$ cat config.mk
export PLATFORM = sky130hd
export DESIGN_NAME = escape_time_iterator_flat
export DESIGN_NICKNAME = d
export VERILOG_FILES = /design/src/rtl/eti_pkg.sv /design/src/rtl/eti_if.sv /design/src/rtl/eti_mult.sv /design/src/rtl/eti_core.sv /design/src/rtl/escape_time_iterator.sv /design/src/flat_wrapper.sv
export SDC_FILE = /design/constraint.sdc
export NUM_CORES = 2
export LEC_CHECK = 0
export ABC_AREA = 0
export BUFFER_PORTS_ARGS = -buffer_cell sky130_fd_sc_hd__buf_2
export CAP_MARGIN = 10
export CORE_MARGIN = 1.5
export CORE_UTILIZATION = 55
export DETAILED_ROUTE_END_ITERATION = 16
export HOLD_SLACK_MARGIN = 0.06
export PLACE_DENSITY = 0.69
export SYNTH_ARGS = -nofsm -noshare
export SYNTH_HDL_FRONTEND = slang
export SYNTH_HIERARCHICAL = 1
export SYNTH_SLANG_ARGS = --single-unit
$ cat constraint.sdc
create_clock -name clk -period 15.51 [get_ports clk]
set_input_delay 0.7755 -clock clk [delete_from_list [all_inputs] [get_ports clk]]
set_output_delay 0.7755 -clock clk [all_outputs]
set_load 0.01 [all_outputs]
$ cat src/rtl/eti_pkg.sv
// Shared types, constants and sequencer states of the escape-time iterator.
package eti_pkg;

    localparam int DATA_W         = 32;
    localparam int PROD_W         = 2 * DATA_W;
    localparam int ITER_W         = 16;
    localparam int FRAC_BITS_DEF  = 28;
    localparam int COUNT_BITS_DEF = 16;

    localparam logic [ITER_W-1:0] MAX_ITER_RST = 16'd100;

    typedef struct packed {
        logic signed [DATA_W-1:0] z_re;
        logic signed [DATA_W-1:0] z_im;
        logic signed [DATA_W-1:0] c_re;
        logic signed [DATA_W-1:0] c_im;
    } eti_point_t;

    typedef struct packed {
        logic [ITER_W-1:0] iter_count;
        logic              escaped;
    } eti_res_t;

    typedef enum logic [2:0] {
        ST_IDLE,
        ST_SQ_RE,
        ST_SQ_IM,
        ST_CROSS,
        ST_TEST,
        ST_UPDATE,
        ST_DONE
    } eti_state_t;

endpackage

$ cat src/rtl/eti_if.sv
// Channel interfaces: input points, results and the iteration limit write port.
interface eti_in_if import eti_pkg::*; ();
    logic                     valid;
    logic                     ready;
    logic signed [DATA_W-1:0] z_re;
    logic signed [DATA_W-1:0] z_im;
    logic signed [DATA_W-1:0] c_re;
    logic signed [DATA_W-1:0] c_im;

    modport source (output valid, output z_re, output z_im, output c_re, output c_im,
                    input ready);
    modport sink   (input valid, input z_re, input z_im, input c_re, input c_im,
                    output ready);
endinterface

interface eti_out_if import eti_pkg::*; ();
    logic              valid;
    logic              ready;
    logic [ITER_W-1:0] iter_count;
    logic              escaped;

    modport source (output valid, output iter_count, output escaped, input ready);
    modport sink   (input valid, input iter_count, input escaped, output ready);
endinterface

interface eti_cfg_if import eti_pkg::*; ();
    logic              valid;
    logic              ready;
    logic [ITER_W-1:0] max_iterations;

    modport source (output valid, output max_iterations, input ready);
    modport sink   (input valid, input max_iterations, output ready);
endinterface

$ cat src/rtl/eti_mult.sv
// Shared signed 32x32 multiplier with registered 64-bit product.
module eti_mult import eti_pkg::*;
(
    input  logic                     clk,
    input  logic                     mul_en,
    input  logic signed [DATA_W-1:0] mul_a,
    input  logic signed [DATA_W-1:0] mul_b,
    output logic signed [PROD_W-1:0] prod
);

    logic signed [PROD_W-1:0] prod_reg;
    logic signed [PROD_W-1:0] prod_next;

    assign prod_next = mul_a * mul_b;

    always_ff @(posedge clk)
    begin
        if (mul_en)
        begin
            prod_reg <= prod_next;
        end
    end

    assign prod = prod_reg;

endmodule

$ cat src/rtl/eti_core.sv
// Iteration sequencer: holds z and c, steers the shared multiplier, tests and updates.
module eti_core import eti_pkg::*;
#(
    parameter int FRAC_BITS  = FRAC_BITS_DEF,
    parameter int COUNT_BITS = COUNT_BITS_DEF
)
(
    input  logic                     clk,
    input  logic                     rst_n,
    input  logic                     start,
    input  eti_point_t               point,
    output logic                     ready,
    input  logic [ITER_W-1:0]        max_iterations,
    output logic                     mul_en,
    output logic signed [DATA_W-1:0] mul_a,
    output logic signed [DATA_W-1:0] mul_b,
    input  logic signed [PROD_W-1:0] prod,
    output logic                     res_valid,
    output eti_res_t                 res,
    input  logic                     res_ready
);

    localparam int WIDE      = (COUNT_BITS > ITER_W) ? COUNT_BITS : ITER_W;
    localparam int ESC_SHIFT = 2 * FRAC_BITS + 2;
    localparam logic [WIDE-1:0] CAP = WIDE'((64'd1 << COUNT_BITS) - 64'd1);

    function automatic logic signed [DATA_W-1:0] sat_data(
        input logic signed [PROD_W-1:0] x
    );
        logic [PROD_W-DATA_W:0] upper;
        logic signed [DATA_W-1:0] r;
        upper = x[PROD_W-1:DATA_W-1];
        if (upper == '0 || upper == '1)
        begin
            r = x[DATA_W-1:0];
        end
        else if (x[PROD_W-1])
        begin
            r = {1'b1, {(DATA_W-1){1'b0}}};
        end
        else
        begin
            r = {1'b0, {(DATA_W-1){1'b1}}};
        end
        return r;
    endfunction

    eti_state_t state_reg, state_next;

    logic signed [DATA_W-1:0] zr_reg, zr_next;
    logic signed [DATA_W-1:0] zi_reg, zi_next;
    logic signed [DATA_W-1:0] cr_reg, cr_next;
    logic signed [DATA_W-1:0] ci_reg, ci_next;
    logic signed [PROD_W-1:0] rr_reg, rr_next;
    logic signed [PROD_W-1:0] ii_reg, ii_next;
    logic signed [PROD_W-1:0] diff_reg, diff_next;
    logic [COUNT_BITS-1:0]    count_reg, count_next;
    logic                     esc_reg, esc_next;

    logic [PROD_W-1:0]        mag;
    logic                     escape;
    logic [WIDE-1:0]          limit;
    logic [WIDE-1:0]          count_wide;
    logic signed [PROD_W-1:0] re_wide;
    logic signed [PROD_W-1:0] im_wide;

    // exact |z|^2 against 4.0; the bound drops out when it passes 64 bits
    assign mag    = $unsigned(rr_reg) + $unsigned(ii_reg);
    assign escape = (mag >> ESC_SHIFT) != '0;

    assign count_wide = WIDE'(count_reg);
    assign limit      = (WIDE'(max_iterations) < CAP) ? WIDE'(max_iterations) : CAP;

    // prod still holds zr*zi while in update
    assign re_wide = (diff_reg >>> FRAC_BITS) + PROD_W'(cr_reg);
    assign im_wide = (prod >>> (FRAC_BITS - 1)) + PROD_W'(ci_reg);

    always_ff @(posedge clk or negedge rst_n)
    begin
        if (!rst_n)
        begin
            state_reg <= ST_IDLE;
            count_reg <= '0;
        end
        else
        begin
            state_reg <= state_next;
            count_reg <= count_next;
        end
    end

    always_ff @(posedge clk)
    begin
        zr_reg   <= zr_next;
        zi_reg   <= zi_next;
        cr_reg   <= cr_next;
        ci_reg   <= ci_next;
        rr_reg   <= rr_next;
        ii_reg   <= ii_next;
        diff_reg <= diff_next;
        esc_reg  <= esc_next;
    end

    always_comb
    begin
        state_next = state_reg;
        zr_next    = zr_reg;
        zi_next    = zi_reg;
        cr_next    = cr_reg;
        ci_next    = ci_reg;
        rr_next    = rr_reg;
        ii_next    = ii_reg;
        diff_next  = diff_reg;
        count_next = count_reg;
        esc_next   = esc_reg;
        mul_en     = 1'b0;
        mul_a      = zr_reg;
        mul_b      = zr_reg;
        ready      = 1'b0;
        res_valid  = 1'b0;
        case (state_reg)
            ST_IDLE:
            begin
                ready = 1'b1;
                if (start)
                begin
                    zr_next    = point.z_re;
                    zi_next    = point.z_im;
                    cr_next    = point.c_re;
                    ci_next    = point.c_im;
                    count_next = '0;
                    state_next = ST_SQ_RE;
                end
            end
            ST_SQ_RE:
            begin
                mul_en     = 1'b1;
                state_next = ST_SQ_IM;
            end
            ST_SQ_IM:
            begin
                mul_en     = 1'b1;
                mul_a      = zi_reg;
                mul_b      = zi_reg;
                rr_next    = prod;
                state_next = ST_CROSS;
            end
            ST_CROSS:
            begin
                mul_en     = 1'b1;
                mul_a      = zr_reg;
                mul_b      = zi_reg;
                ii_next    = prod;
                state_next = ST_TEST;
            end
            ST_TEST:
            begin
                esc_next  = escape;
                diff_next = rr_reg - ii_reg;
                if (escape || count_wide >= limit)
                begin
                    state_next = ST_DONE;
                end
                else
                begin
                    state_next = ST_UPDATE;
                end
            end
            ST_UPDATE:
            begin
                zr_next    = sat_data(re_wide);
                zi_next    = sat_data(im_wide);
                count_next = COUNT_BITS'(count_reg + 1'b1);
                state_next = ST_SQ_RE;
            end
            ST_DONE:
            begin
                res_valid = 1'b1;
                if (res_ready)
                begin
                    state_next = ST_IDLE;
                end
            end
            default:
            begin
                state_next = ST_IDLE;
            end
        endcase
    end

    assign res.iter_count = ITER_W'(count_wide);
    assign res.escaped    = esc_reg;

endmodule

$ cat src/rtl/escape_time_iterator.sv
// Top level of the escape-time iterator: limit register, core, multiplier, result register.
//
//   channel  modport  payload                          beat
//   point    sink     z_re, z_im, c_re, c_im (Q4.28)   one point to iterate
//   result   source   iter_count, escaped              one result per point
//   cfg      sink     max_iterations                   new iteration limit
//
// Each iteration of a point steps through SQ_RE, SQ_IM, CROSS, TEST and UPDATE;
// the one shared 32x32 multiplier forms three products per iteration, and the
// escape test and the z update have a state each.
// point.ready is high only while the core is idle; one result can wait in the
// output register while the next point is taken. cfg is always ready.
// Reset (rst_n, async) sets the limit to 100 and empties the block.
module escape_time_iterator import eti_pkg::*;
#(
    parameter int FRAC_BITS  = FRAC_BITS_DEF,
    parameter int COUNT_BITS = COUNT_BITS_DEF
)
(
    input  logic      clk,
    input  logic      rst_n,
    eti_in_if.sink    point,
    eti_out_if.source result,
    eti_cfg_if.sink   cfg
);

    logic [ITER_W-1:0]        max_iter_reg, max_iter_next;
    logic                     out_valid_reg, out_valid_next;
    eti_res_t                 out_res_reg, out_res_next;

    eti_point_t               pt;
    logic                     core_ready;
    logic                     core_res_valid;
    eti_res_t                 core_res;
    logic                     res_ready;
    logic                     mul_en;
    logic signed [DATA_W-1:0] mul_a;
    logic signed [DATA_W-1:0] mul_b;
    logic signed [PROD_W-1:0] prod;

    assign pt.z_re = point.z_re;
    assign pt.z_im = point.z_im;
    assign pt.c_re = point.c_re;
    assign pt.c_im = point.c_im;

    assign point.ready = core_ready;
    assign cfg.ready   = 1'b1;

    eti_core #(
        .FRAC_BITS  (FRAC_BITS),
        .COUNT_BITS (COUNT_BITS)
    ) u_core (
        .clk            (clk),
        .rst_n          (rst_n),
        .start          (point.valid),
        .point          (pt),
        .ready          (core_ready),
        .max_iterations (max_iter_reg),
        .mul_en         (mul_en),
        .mul_a          (mul_a),
        .mul_b          (mul_b),
        .prod           (prod),
        .res_valid      (core_res_valid),
        .res            (core_res),
        .res_ready      (res_ready)
    );

    eti_mult u_mult (
        .clk    (clk),
        .mul_en (mul_en),
        .mul_a  (mul_a),
        .mul_b  (mul_b),
        .prod   (prod)
    );

    // take a finished result when the output slot is empty or draining
    assign res_ready = !out_valid_reg || result.ready;

    always_comb
    begin
        max_iter_next  = max_iter_reg;
        out_valid_next = out_valid_reg;
        out_res_next   = out_res_reg;
        if (cfg.valid)
        begin
            max_iter_next = cfg.max_iterations;
        end
        if (core_res_valid && res_ready)
        begin
            out_valid_next = 1'b1;
            out_res_next   = core_res;
        end
        else if (result.ready)
        begin
            out_valid_next = 1'b0;
        end
    end

    always_ff @(posedge clk or negedge rst_n)
    begin
        if (!rst_n)
        begin
            max_iter_reg  <= MAX_ITER_RST;
            out_valid_reg <= 1'b0;
        end
        else
        begin
            max_iter_reg  <= max_iter_next;
            out_valid_reg <= out_valid_next;
        end
    end

    always_ff @(posedge clk)
    begin
        out_res_reg <= out_res_next;
    end

    assign result.valid      = out_valid_reg;
    assign result.iter_count = out_res_reg.iter_count;
    assign result.escaped    = out_res_reg.escaped;

    a_accept_when_idle: assert property (@(posedge clk) disable iff (!rst_n)
        point.valid && point.ready |-> !core_res_valid)
        else $error("point accepted while core holds a result");

    a_busy_after_accept: assert property (@(posedge clk) disable iff (!rst_n)
        point.valid && point.ready |=> !point.ready)
        else $error("core ready again right after accepting a point");

    a_result_loaded: assert property (@(posedge clk) disable iff (!rst_n)
        core_res_valid && res_ready |=> result.valid
            && result.iter_count == $past(core_res.iter_count)
            && result.escaped == $past(core_res.escaped))
        else $error("finished result not presented on the output");

endmodule

$ cat src/flat_wrapper.sv
// flat-port wrapper written by rule: the top's interface ports become plain ports
module escape_time_iterator_flat import eti_pkg::*;
#(
    parameter int FRAC_BITS  = FRAC_BITS_DEF,
    parameter int COUNT_BITS = COUNT_BITS_DEF
)
  (clk, rst_n, point_valid, point_z_re, point_z_im, point_c_re, point_c_im, point_ready, result_valid, result_iter_count, result_escaped, result_ready, cfg_valid, cfg_max_iterations, cfg_ready);
  eti_in_if point_i ();
  eti_out_if result_i ();
  eti_cfg_if cfg_i ();
  input  logic clk;
  input  logic rst_n;
  input wire logic [$bits(point_i.valid)-1:0] point_valid;
  input wire logic [$bits(point_i.z_re)-1:0] point_z_re;
  input wire logic [$bits(point_i.z_im)-1:0] point_z_im;
  input wire logic [$bits(point_i.c_re)-1:0] point_c_re;
  input wire logic [$bits(point_i.c_im)-1:0] point_c_im;
  output wire logic [$bits(point_i.ready)-1:0] point_ready;
  output wire logic [$bits(result_i.valid)-1:0] result_valid;
  output wire logic [$bits(result_i.iter_count)-1:0] result_iter_count;
  output wire logic [$bits(result_i.escaped)-1:0] result_escaped;
  input wire logic [$bits(result_i.ready)-1:0] result_ready;
  input wire logic [$bits(cfg_i.valid)-1:0] cfg_valid;
  input wire logic [$bits(cfg_i.max_iterations)-1:0] cfg_max_iterations;
  output wire logic [$bits(cfg_i.ready)-1:0] cfg_ready;
  assign point_i.valid = point_valid;
  assign point_i.z_re = point_z_re;
  assign point_i.z_im = point_z_im;
  assign point_i.c_re = point_c_re;
  assign point_i.c_im = point_c_im;
  assign point_ready = point_i.ready;
  assign result_valid = result_i.valid;
  assign result_iter_count = result_i.iter_count;
  assign result_escaped = result_i.escaped;
  assign result_i.ready = result_ready;
  assign cfg_i.valid = cfg_valid;
  assign cfg_i.max_iterations = cfg_max_iterations;
  assign cfg_ready = cfg_i.ready;
  escape_time_iterator #(.FRAC_BITS(FRAC_BITS), .COUNT_BITS(COUNT_BITS)) u_core (.clk(clk), .rst_n(rst_n), .point(point_i), .result(result_i), .cfg(cfg_i));
endmodule
=== Word-level counts from Yosys, hierarchy flattened ===
Index checks and enable logic that the tools add are counted.

* Register bits: 438
* Input port bits: 149
* Output and inout bits: 20
* Word-level logic and storage cells: 72

* Add/sub/neg operators: 5
* $mul: 1
* Order comparisons: 2
* Equality and inequality tests: 10
* Muxes and demuxes: 22
* Reduce and logical (&&, ||, !) cells: 17

{| class="wikitable"
|+ Operator list
! cell !! number
|-
| two-way mux 32 bit || 8
|-
| one-hot mux 32 bit (2 select lines) || 2
|-
| equality test 33 bit, second input constant || 2
|-
| logical NOT 33 bit || 2
|-
| adder 64 bit || 1
|-
| multiplier 32 x 32 -> 64 bit || 1
|-
| nonzero test 64 bit || 1
|-
| subtractor 64 bit || 1
|-
| adder 37 x 32 -> 38 bit || 1
|-
| adder 36 x 32 -> 37 bit || 1
|-
| two-way mux 16 bit || 2
|-
| one-hot mux 16 bit (2 select lines) || 1
|-
| one-hot mux 3 bit (7 select lines) || 1
|-
| adder 16 x 1 -> 16 bit, second input constant || 1
|-
| greater-or-equal comparator 16 bit || 1
|-
| < comparator 16 bit, second input constant || 1
|-
| equality test 3 bit, second input constant || 3
|-
| equality test 3 x 2 -> 1 bit, second input constant || 2
|-
| two-way mux 3 bit || 2
|-
| AND reduction 2 bit || 3
|-
| two-way mux 1 bit || 5
|-
| logical OR 1 bit || 4
|-
| inequality test 2 bit, second input constant || 2
|-
| nonzero test 2 bit || 2
|-
| other kinds (7) || 7
|}

=== Depth between registers and ports, before layout ===
* Word-level depth: 6
* Gate-level depth with buffers: 34
* Mapped depth without buffers: 29

=== Cells and area by module ===
Netlist, hierarchy kept.

{| class="wikitable"
|+ Modules (own cells, without submodules)
! module !! times used !! cells each !! area each (sq um) !! seq. area each (sq um)
|-
| eti_mult || 1 || 3,946 || 38,187.9 || 1,921.8
|-
| eti_core || 1 || 2,117 || 21,282.9 || 9,273.9
|-
| escape_time_iterator || 1 || 57 || 1,218.7 || 939.7
|}

=== Worst setup path before layout ===
No wires, ideal clock.

* Path kind: flip-flop to flip-flop
* Start: reg u_core.u_core.state_reg[1]
* End: reg u_core.u_mult.prod_reg[61], in the netlist u_core/u_mult/prod[61] (data pin)
* Setup time: 0.289 ns
* Data arrival time: 10.571 ns
* Data required time: 15.221 ns
* Setup slack: 4.650 ns
* Stages on the path, launching flop included: 34
* Path buffers: 6
* Clock period less this slack: 10.860 ns
* Cells stage by stage: dfrtp_1 > clkbuf_1 > nor2b_1 > clkbuf_1 > nor2b_1 > clkbuf_1 > clkbuf_1 > mux2_2 > clkbuf_1 > nand2_1 > fa_1 > inv_1 > fa_1 > inv_1 > fa_1 > fa_1 > inv_1 > fa_1 > fa_1 > fa_1 > inv_1 > fa_1 > inv_1 > ha_1 > buf_2 > and4_1 > a211o_1 > o21ai_1 > o21ai_1 > or3_4 > o21a_4 > a211oi_4 > or2_4 > o311ai_2

* Elaborated cells on any way between the ends: 6
* Those cells by class: 1 x mul; 2 x eq/ne; 2 x mux; 1 x reduce/logical

{| class="wikitable"
|+ RTL lines
! what !! RTL line !! RTL
|-
| from (decl) || eti_core.sv:48 || <nowiki>eti_state_t state_reg, state_next;</nowiki>
|-
| from (signal assigned) || eti_core.sv:87 || <nowiki>state_reg <= state_next;</nowiki>
|-
| equality test 3 x 2 -> 1 bit || eti_core.sv:121 || <nowiki>case (state_reg)</nowiki>
|-
| two-way mux 32 bit || eti_core.sv:121 ||
|-
| named net u_core.mul_a[29] || escape_time_iterator.sv:37 || <nowiki>logic signed [DATA_W-1:0] mul_a;</nowiki>
|-
| multiplier 32 x 32 -> 64 bit || eti_mult.sv:14 || <nowiki>assign prod_next = mul_a * mul_b;</nowiki>
|-
| named net u_core.u_mult.prod_next[61] || eti_mult.sv:12 || <nowiki>logic signed [PROD_W-1:0] prod_next;</nowiki>
|-
| to (signal assigned) || eti_mult.sv:20 || <nowiki>prod_reg <= prod_next;</nowiki>
|-
| to (decl) || eti_mult.sv:11 || <nowiki>logic signed [PROD_W-1:0] prod_reg;</nowiki>
|}

The timed path passes the listed nets, and every way through them passes these cells.
A chain may end at the register's enable or synchronous reset.

=== Final worst setup path ===
* Start: reg u_core.u_core.state_reg[1]
* End: reg u_core.u_mult.prod_reg[60], in the netlist u_core/u_mult/prod[60] (data pin)

Same word-level chain as after synthesis.

==> impl.org <==
** Clocking
- Total setup buffers inserted after CTS :: 0
- Clock tree from TritonCTS :: built
- Counting every sink on the clock net gives 410.
- Clock latency reported for the late side of the worst-skew pair :: 590 ps
- After clock tree synthesis, the clock-pin slew on the worst setup and hold paths is 70 ps.
- No sink is reached through more buffers than the 3 on the longest clock path.
- Post-CTS sizing :: 0
- The root buffer cell chosen for the clock tree is sky130_fd_sc_hd__clkbuf_16.
- Number of H-tree levels :: 2
- Num CTS Buffers :: 41
- The number of hold buffers added after CTS was 0.

** Timing
- At the pin with the least slew margin, the transition time is 1090 ps.
- Setup violations remaining at the end of the flow were counted as 0.
- Timing would allow up to 89.2 MHz.
- Worst Skew :: 34.2 ps
- Measured against its own limit, the worst slew margin works out to 27.1%.
- Summed over all failing endpoints, the final setup total negative slack is 0 ps.
- Setup slack closes at 4300 ps.
- The number of pins exceeding their max-slew limit in the final report came to 0.
- Final hold violation count :: 0
- Of the available clock period, the critical path in the final layout requires 72.2%.
- Unrepaired setup endpoints after global routing :: false
- The routed design could run at a clock period as short as 11210 ps.

** Routing
- Before antenna repair, the detailed router went through 8 iterations.
- Wires add up to 173 mm.
- Wire length per cell :: 22.8 um
- Routed via count :: 44.2k
- Drc violations :: 0
- Average via count per standard cell :: 5.84
- Antenna Nets Post-Route :: 0
- For this block, the initial DRC count from the detailed router was 3953.

** Floorplan
- Effective utilization at floorplan :: 55.6%
- The total area inside the core boundary comes to 109000 um^2.
- In this run the horizontal extent of the chip is 335 um.
- Num ports :: 169
- From bottom edge to top edge, the die measures 335 um.
- The die covers 112000 um^2.
- Total number of placement rows :: 121

** Place
- Input and output buffers added on the ports amount to 167.
- Detail Placement HPWL :: 133 mm
- At the end of routability-driven placement, the weighted congestion stood at 0.967.
- Total instance count after detailed placement :: 7503
- Worst slack after detailed placement :: 4460 ps

** Global route
- The initial antenna violation count was 10.
- Entering global routing, the biggest net connects 65 pins.
- Global-route wire length before repair :: 269 mm
- For this run, the total global-route usage over all layers was measured as 31.5%.
- Summed over all layers, the global routing overflow is 0.
- Via count of the first global-routing pass :: 46.2k

** Worst setup path
- Capturing element type of the critical path :: flip-flop
- Endpoint arrival time on the critical path :: 11510 ps
- By startpoint and endpoint, the worst setup path is classified as reg2reg.
- Kind of start point of the critical path :: flip-flop
- Data required time at the worst endpoint :: 15820 ps
- Along the worst path, the maximum fanout reaches 54.

** Job
- The tool flagged a number of max-cap violations equal to 0.

** Synth
- Count of yosys warnings during synthesis :: 6
- The netlist uses 96 different library cells.
- Seq/Total Area, Yosys :: 20.0%
- Number of synthesized register bits :: 410
- Adder and majority gate portion of the synthesized area :: 44.0%
- Mux contribution to synthesized area :: 1.74%
- For this run, the leading register cell type out of synthesis is sky130_fd_sc_hd__edfxtp_1.
- In this run the cell area of the synthesized design comes to 60700 um^2.
- The number of nets in the synthesized netlist is 7751.
- Number of flops mapped to enable cells by yosys :: 374
- Counting every instance in the synthesized netlist gives 6120.
- Syn Area/Cell :: 9.92 um^2
- Parity-gate share of the synthesized area counting xor and xnor cells :: 2.31%
- FFs w/ async S/R, synth :: 8.78%
- The synthesized netlist devotes 9.31% of its cell area to compound gates.
- Area fraction in and, or, nand and nor cells after synthesis :: 13.9%
- Main combinational cell family by area after synthesis :: adder cells

** Final layout
- Utilization of the core after routing :: 58.6%
- Relative to the synthesized area, the layout overhead comes to 5.41%.
- After the last flow step, the layout net total stands at 7702.
- After filler insertion, the fill cell instance count of the layout stands at 9373.
- Post-Layout Cell Count :: 7581
- Fraction of final layout cells sized beyond drive strength 1 :: 6.51%

** Worst hold path
- Tightest Hold Check Type :: in2async

** Run status
- The flow ran to the end, and the final reports show no timing, DRC or antenna violations.
[critical path, cell delays in order (launching register included)]
cell                       delay (ps)
sky130_fd_sc_hd__dfrtp_1          550
sky130_fd_sc_hd__nor2b_4          200
sky130_fd_sc_hd__buf_4            480
sky130_fd_sc_hd__nor2b_4          280
sky130_fd_sc_hd__buf_4            660
sky130_fd_sc_hd__buf_4            650
sky130_fd_sc_hd__mux2_2           900
sky130_fd_sc_hd__nand2_1          180
sky130_fd_sc_hd__fa_1             600
sky130_fd_sc_hd__fa_1             430
sky130_fd_sc_hd__fa_1             480
sky130_fd_sc_hd__fa_1             550
sky130_fd_sc_hd__inv_1             50
sky130_fd_sc_hd__fa_1             480
sky130_fd_sc_hd__fa_1             580
sky130_fd_sc_hd__fa_1             440
sky130_fd_sc_hd__fa_1             540
sky130_fd_sc_hd__ha_1             440
sky130_fd_sc_hd__and3_1           300
sky130_fd_sc_hd__nand2_1          130
sky130_fd_sc_hd__nor4_2           420
sky130_fd_sc_hd__a211oi_1         210
sky130_fd_sc_hd__nor3_1           590
sky130_fd_sc_hd__o21ai_1          280
sky130_fd_sc_hd__o31ai_1          340
sky130_fd_sc_hd__xor2_1           100
[final cells by class]
| cell class | instances | area (um^2) | area share (%) |
|---|---|---|---|
| well taps | 1476 | 1850 | 2.89 |
| inverters | 1100 | 4130 | 6.45 |
| flip-flops and latches | 410 | 12100 | 19.0 |
| diodes | 3 | 7.51 | 0.0117 |
| clock inverters | 20 | 255 | 0.399 |
| repair buffers | 208 | 1140 | 1.78 |
| clock buffers | 54 | 1130 | 1.76 |
| multi-input cells | 4310 | 43300 | 67.7 |
[final timing paths]
check / startpoint / endpoint / slack (ps) / depth (start not counted)
max in group asynchronous: rst_n / u_core/u_core/count_reg[8]$_DFFE_PN0P_ / 14690 / 1
min in group clk: point_c_re[11] / u_core/u_core/cr_reg[11]$_DFFE_PP_ / 360 / 1
hold / removal: rst_n / u_core/max_iter_reg[14]$_DFFE_PN0P_ / 290 / 1
hold reg to reg: u_core/u_core/esc_reg$_DFFE_PN_ / u_core/result.escaped$_DFFE_PP_ / 420 / 0
setup / recovery: u_core/u_core/state_reg[1]$_DFFE_PN0P_ / u_core/u_mult/prod[60]$_DFFE_PP_ / 4300 / 25
setup reg to reg: u_core/u_core/state_reg[1]$_DFFE_PN0P_ / u_core/u_mult/prod[60]$_DFFE_PP_ / 4300 / 25
[cells in the mapped netlist, types with 24 or more instances]
cell | number | area [um^2]
sky130_fd_sc_hd__mux2_2 | 65 | 732
sky130_fd_sc_hd__a21oi_1 | 237 | 1190
sky130_fd_sc_hd__and2_1 | 525 | 3280
sky130_fd_sc_hd__a21o_1 | 134 | 1010
sky130_fd_sc_hd__inv_1 | 1097 | 4120
sky130_fd_sc_hd__dfrtp_1 | 33 | 826
sky130_fd_sc_hd__nand2_1 | 621 | 2330
sky130_fd_sc_hd__xor2_1 | 53 | 464
sky130_fd_sc_hd__a211oi_1 | 24 | 180
sky130_fd_sc_hd__edfxtp_1 | 374 | 11200
sky130_fd_sc_hd__clkbuf_1 | 286 | 1070
sky130_fd_sc_hd__nor2_1 | 236 | 886
sky130_fd_sc_hd__nand2b_1 | 34 | 213
sky130_fd_sc_hd__o21ai_1 | 82 | 410
sky130_fd_sc_hd__o21ai_0 | 109 | 546
sky130_fd_sc_hd__o22ai_1 | 32 | 200
sky130_fd_sc_hd__fa_1 | 1084 | 21700
sky130_fd_sc_hd__o21bai_1 | 31 | 233
sky130_fd_sc_hd__o21a_1 | 34 | 255
sky130_fd_sc_hd__nor3_1 | 52 | 260
sky130_fd_sc_hd__xnor2_1 | 107 | 937
sky130_fd_sc_hd__a31oi_1 | 25 | 156
sky130_fd_sc_hd__nand3_1 | 60 | 300
sky130_fd_sc_hd__nand4_1 | 32 | 200
sky130_fd_sc_hd__ha_1 | 398 | 4980
sky130_fd_sc_hd__nor2b_1 | 37 | 231
[metrics by stage]
stage / cell area [um^2] / hold slack [ps]
floorplan: 60700 / 421
global placement: 62600 / 410
detailed placement: 62600 / 414
CTS: 64000 / 304
global route: 64000 / 332
finish: 64000 / 289
[cells by family after synthesis]
logic type	after synthesis
DFF	410
other	1
muxes	92
adders and majority gates	1482
and+or+nand+nor	1704
xor gates and xnor gates	160
AOI/OAI and AO/OA	871
buffers and inverters	1400
[cells in the final DEF (no fill, tap or decap), types with 43 or more instances in the layout]
cell,count
sky130_fd_sc_hd__xor2_1,53
sky130_fd_sc_hd__a21oi_1,236
sky130_fd_sc_hd__and2_1,524
sky130_fd_sc_hd__fa_1,1084
sky130_fd_sc_hd__inv_1,1095
sky130_fd_sc_hd__mux2_2,65
sky130_fd_sc_hd__ha_1,398
sky130_fd_sc_hd__xnor2_1,107
sky130_fd_sc_hd__clkbuf_16,43
sky130_fd_sc_hd__a21o_1,134
sky130_fd_sc_hd__nand3_1,60
sky130_fd_sc_hd__buf_2,167
sky130_fd_sc_hd__edfxtp_1,374
sky130_fd_sc_hd__nor2_1,234
sky130_fd_sc_hd__o21ai_1,82
sky130_fd_sc_hd__nand2_1,621
sky130_fd_sc_hd__o21ai_0,109
sky130_fd_sc_hd__nor3_1,51
[layer usage]
layer  share of wire (%)  track usage [%]  vias to the layer above
li1                    -                -                    19309
met1                  39             41.3                    22623
met2                  48             52.5                     1881
met3                 8.0             4.84                      430
met4                 4.8             12.4                        4
met5               0.016                0                        -
Power is left out: the tool's default activity adds up to more than one toggle a clock period on the data nets, which glitch-free logic cannot reach.
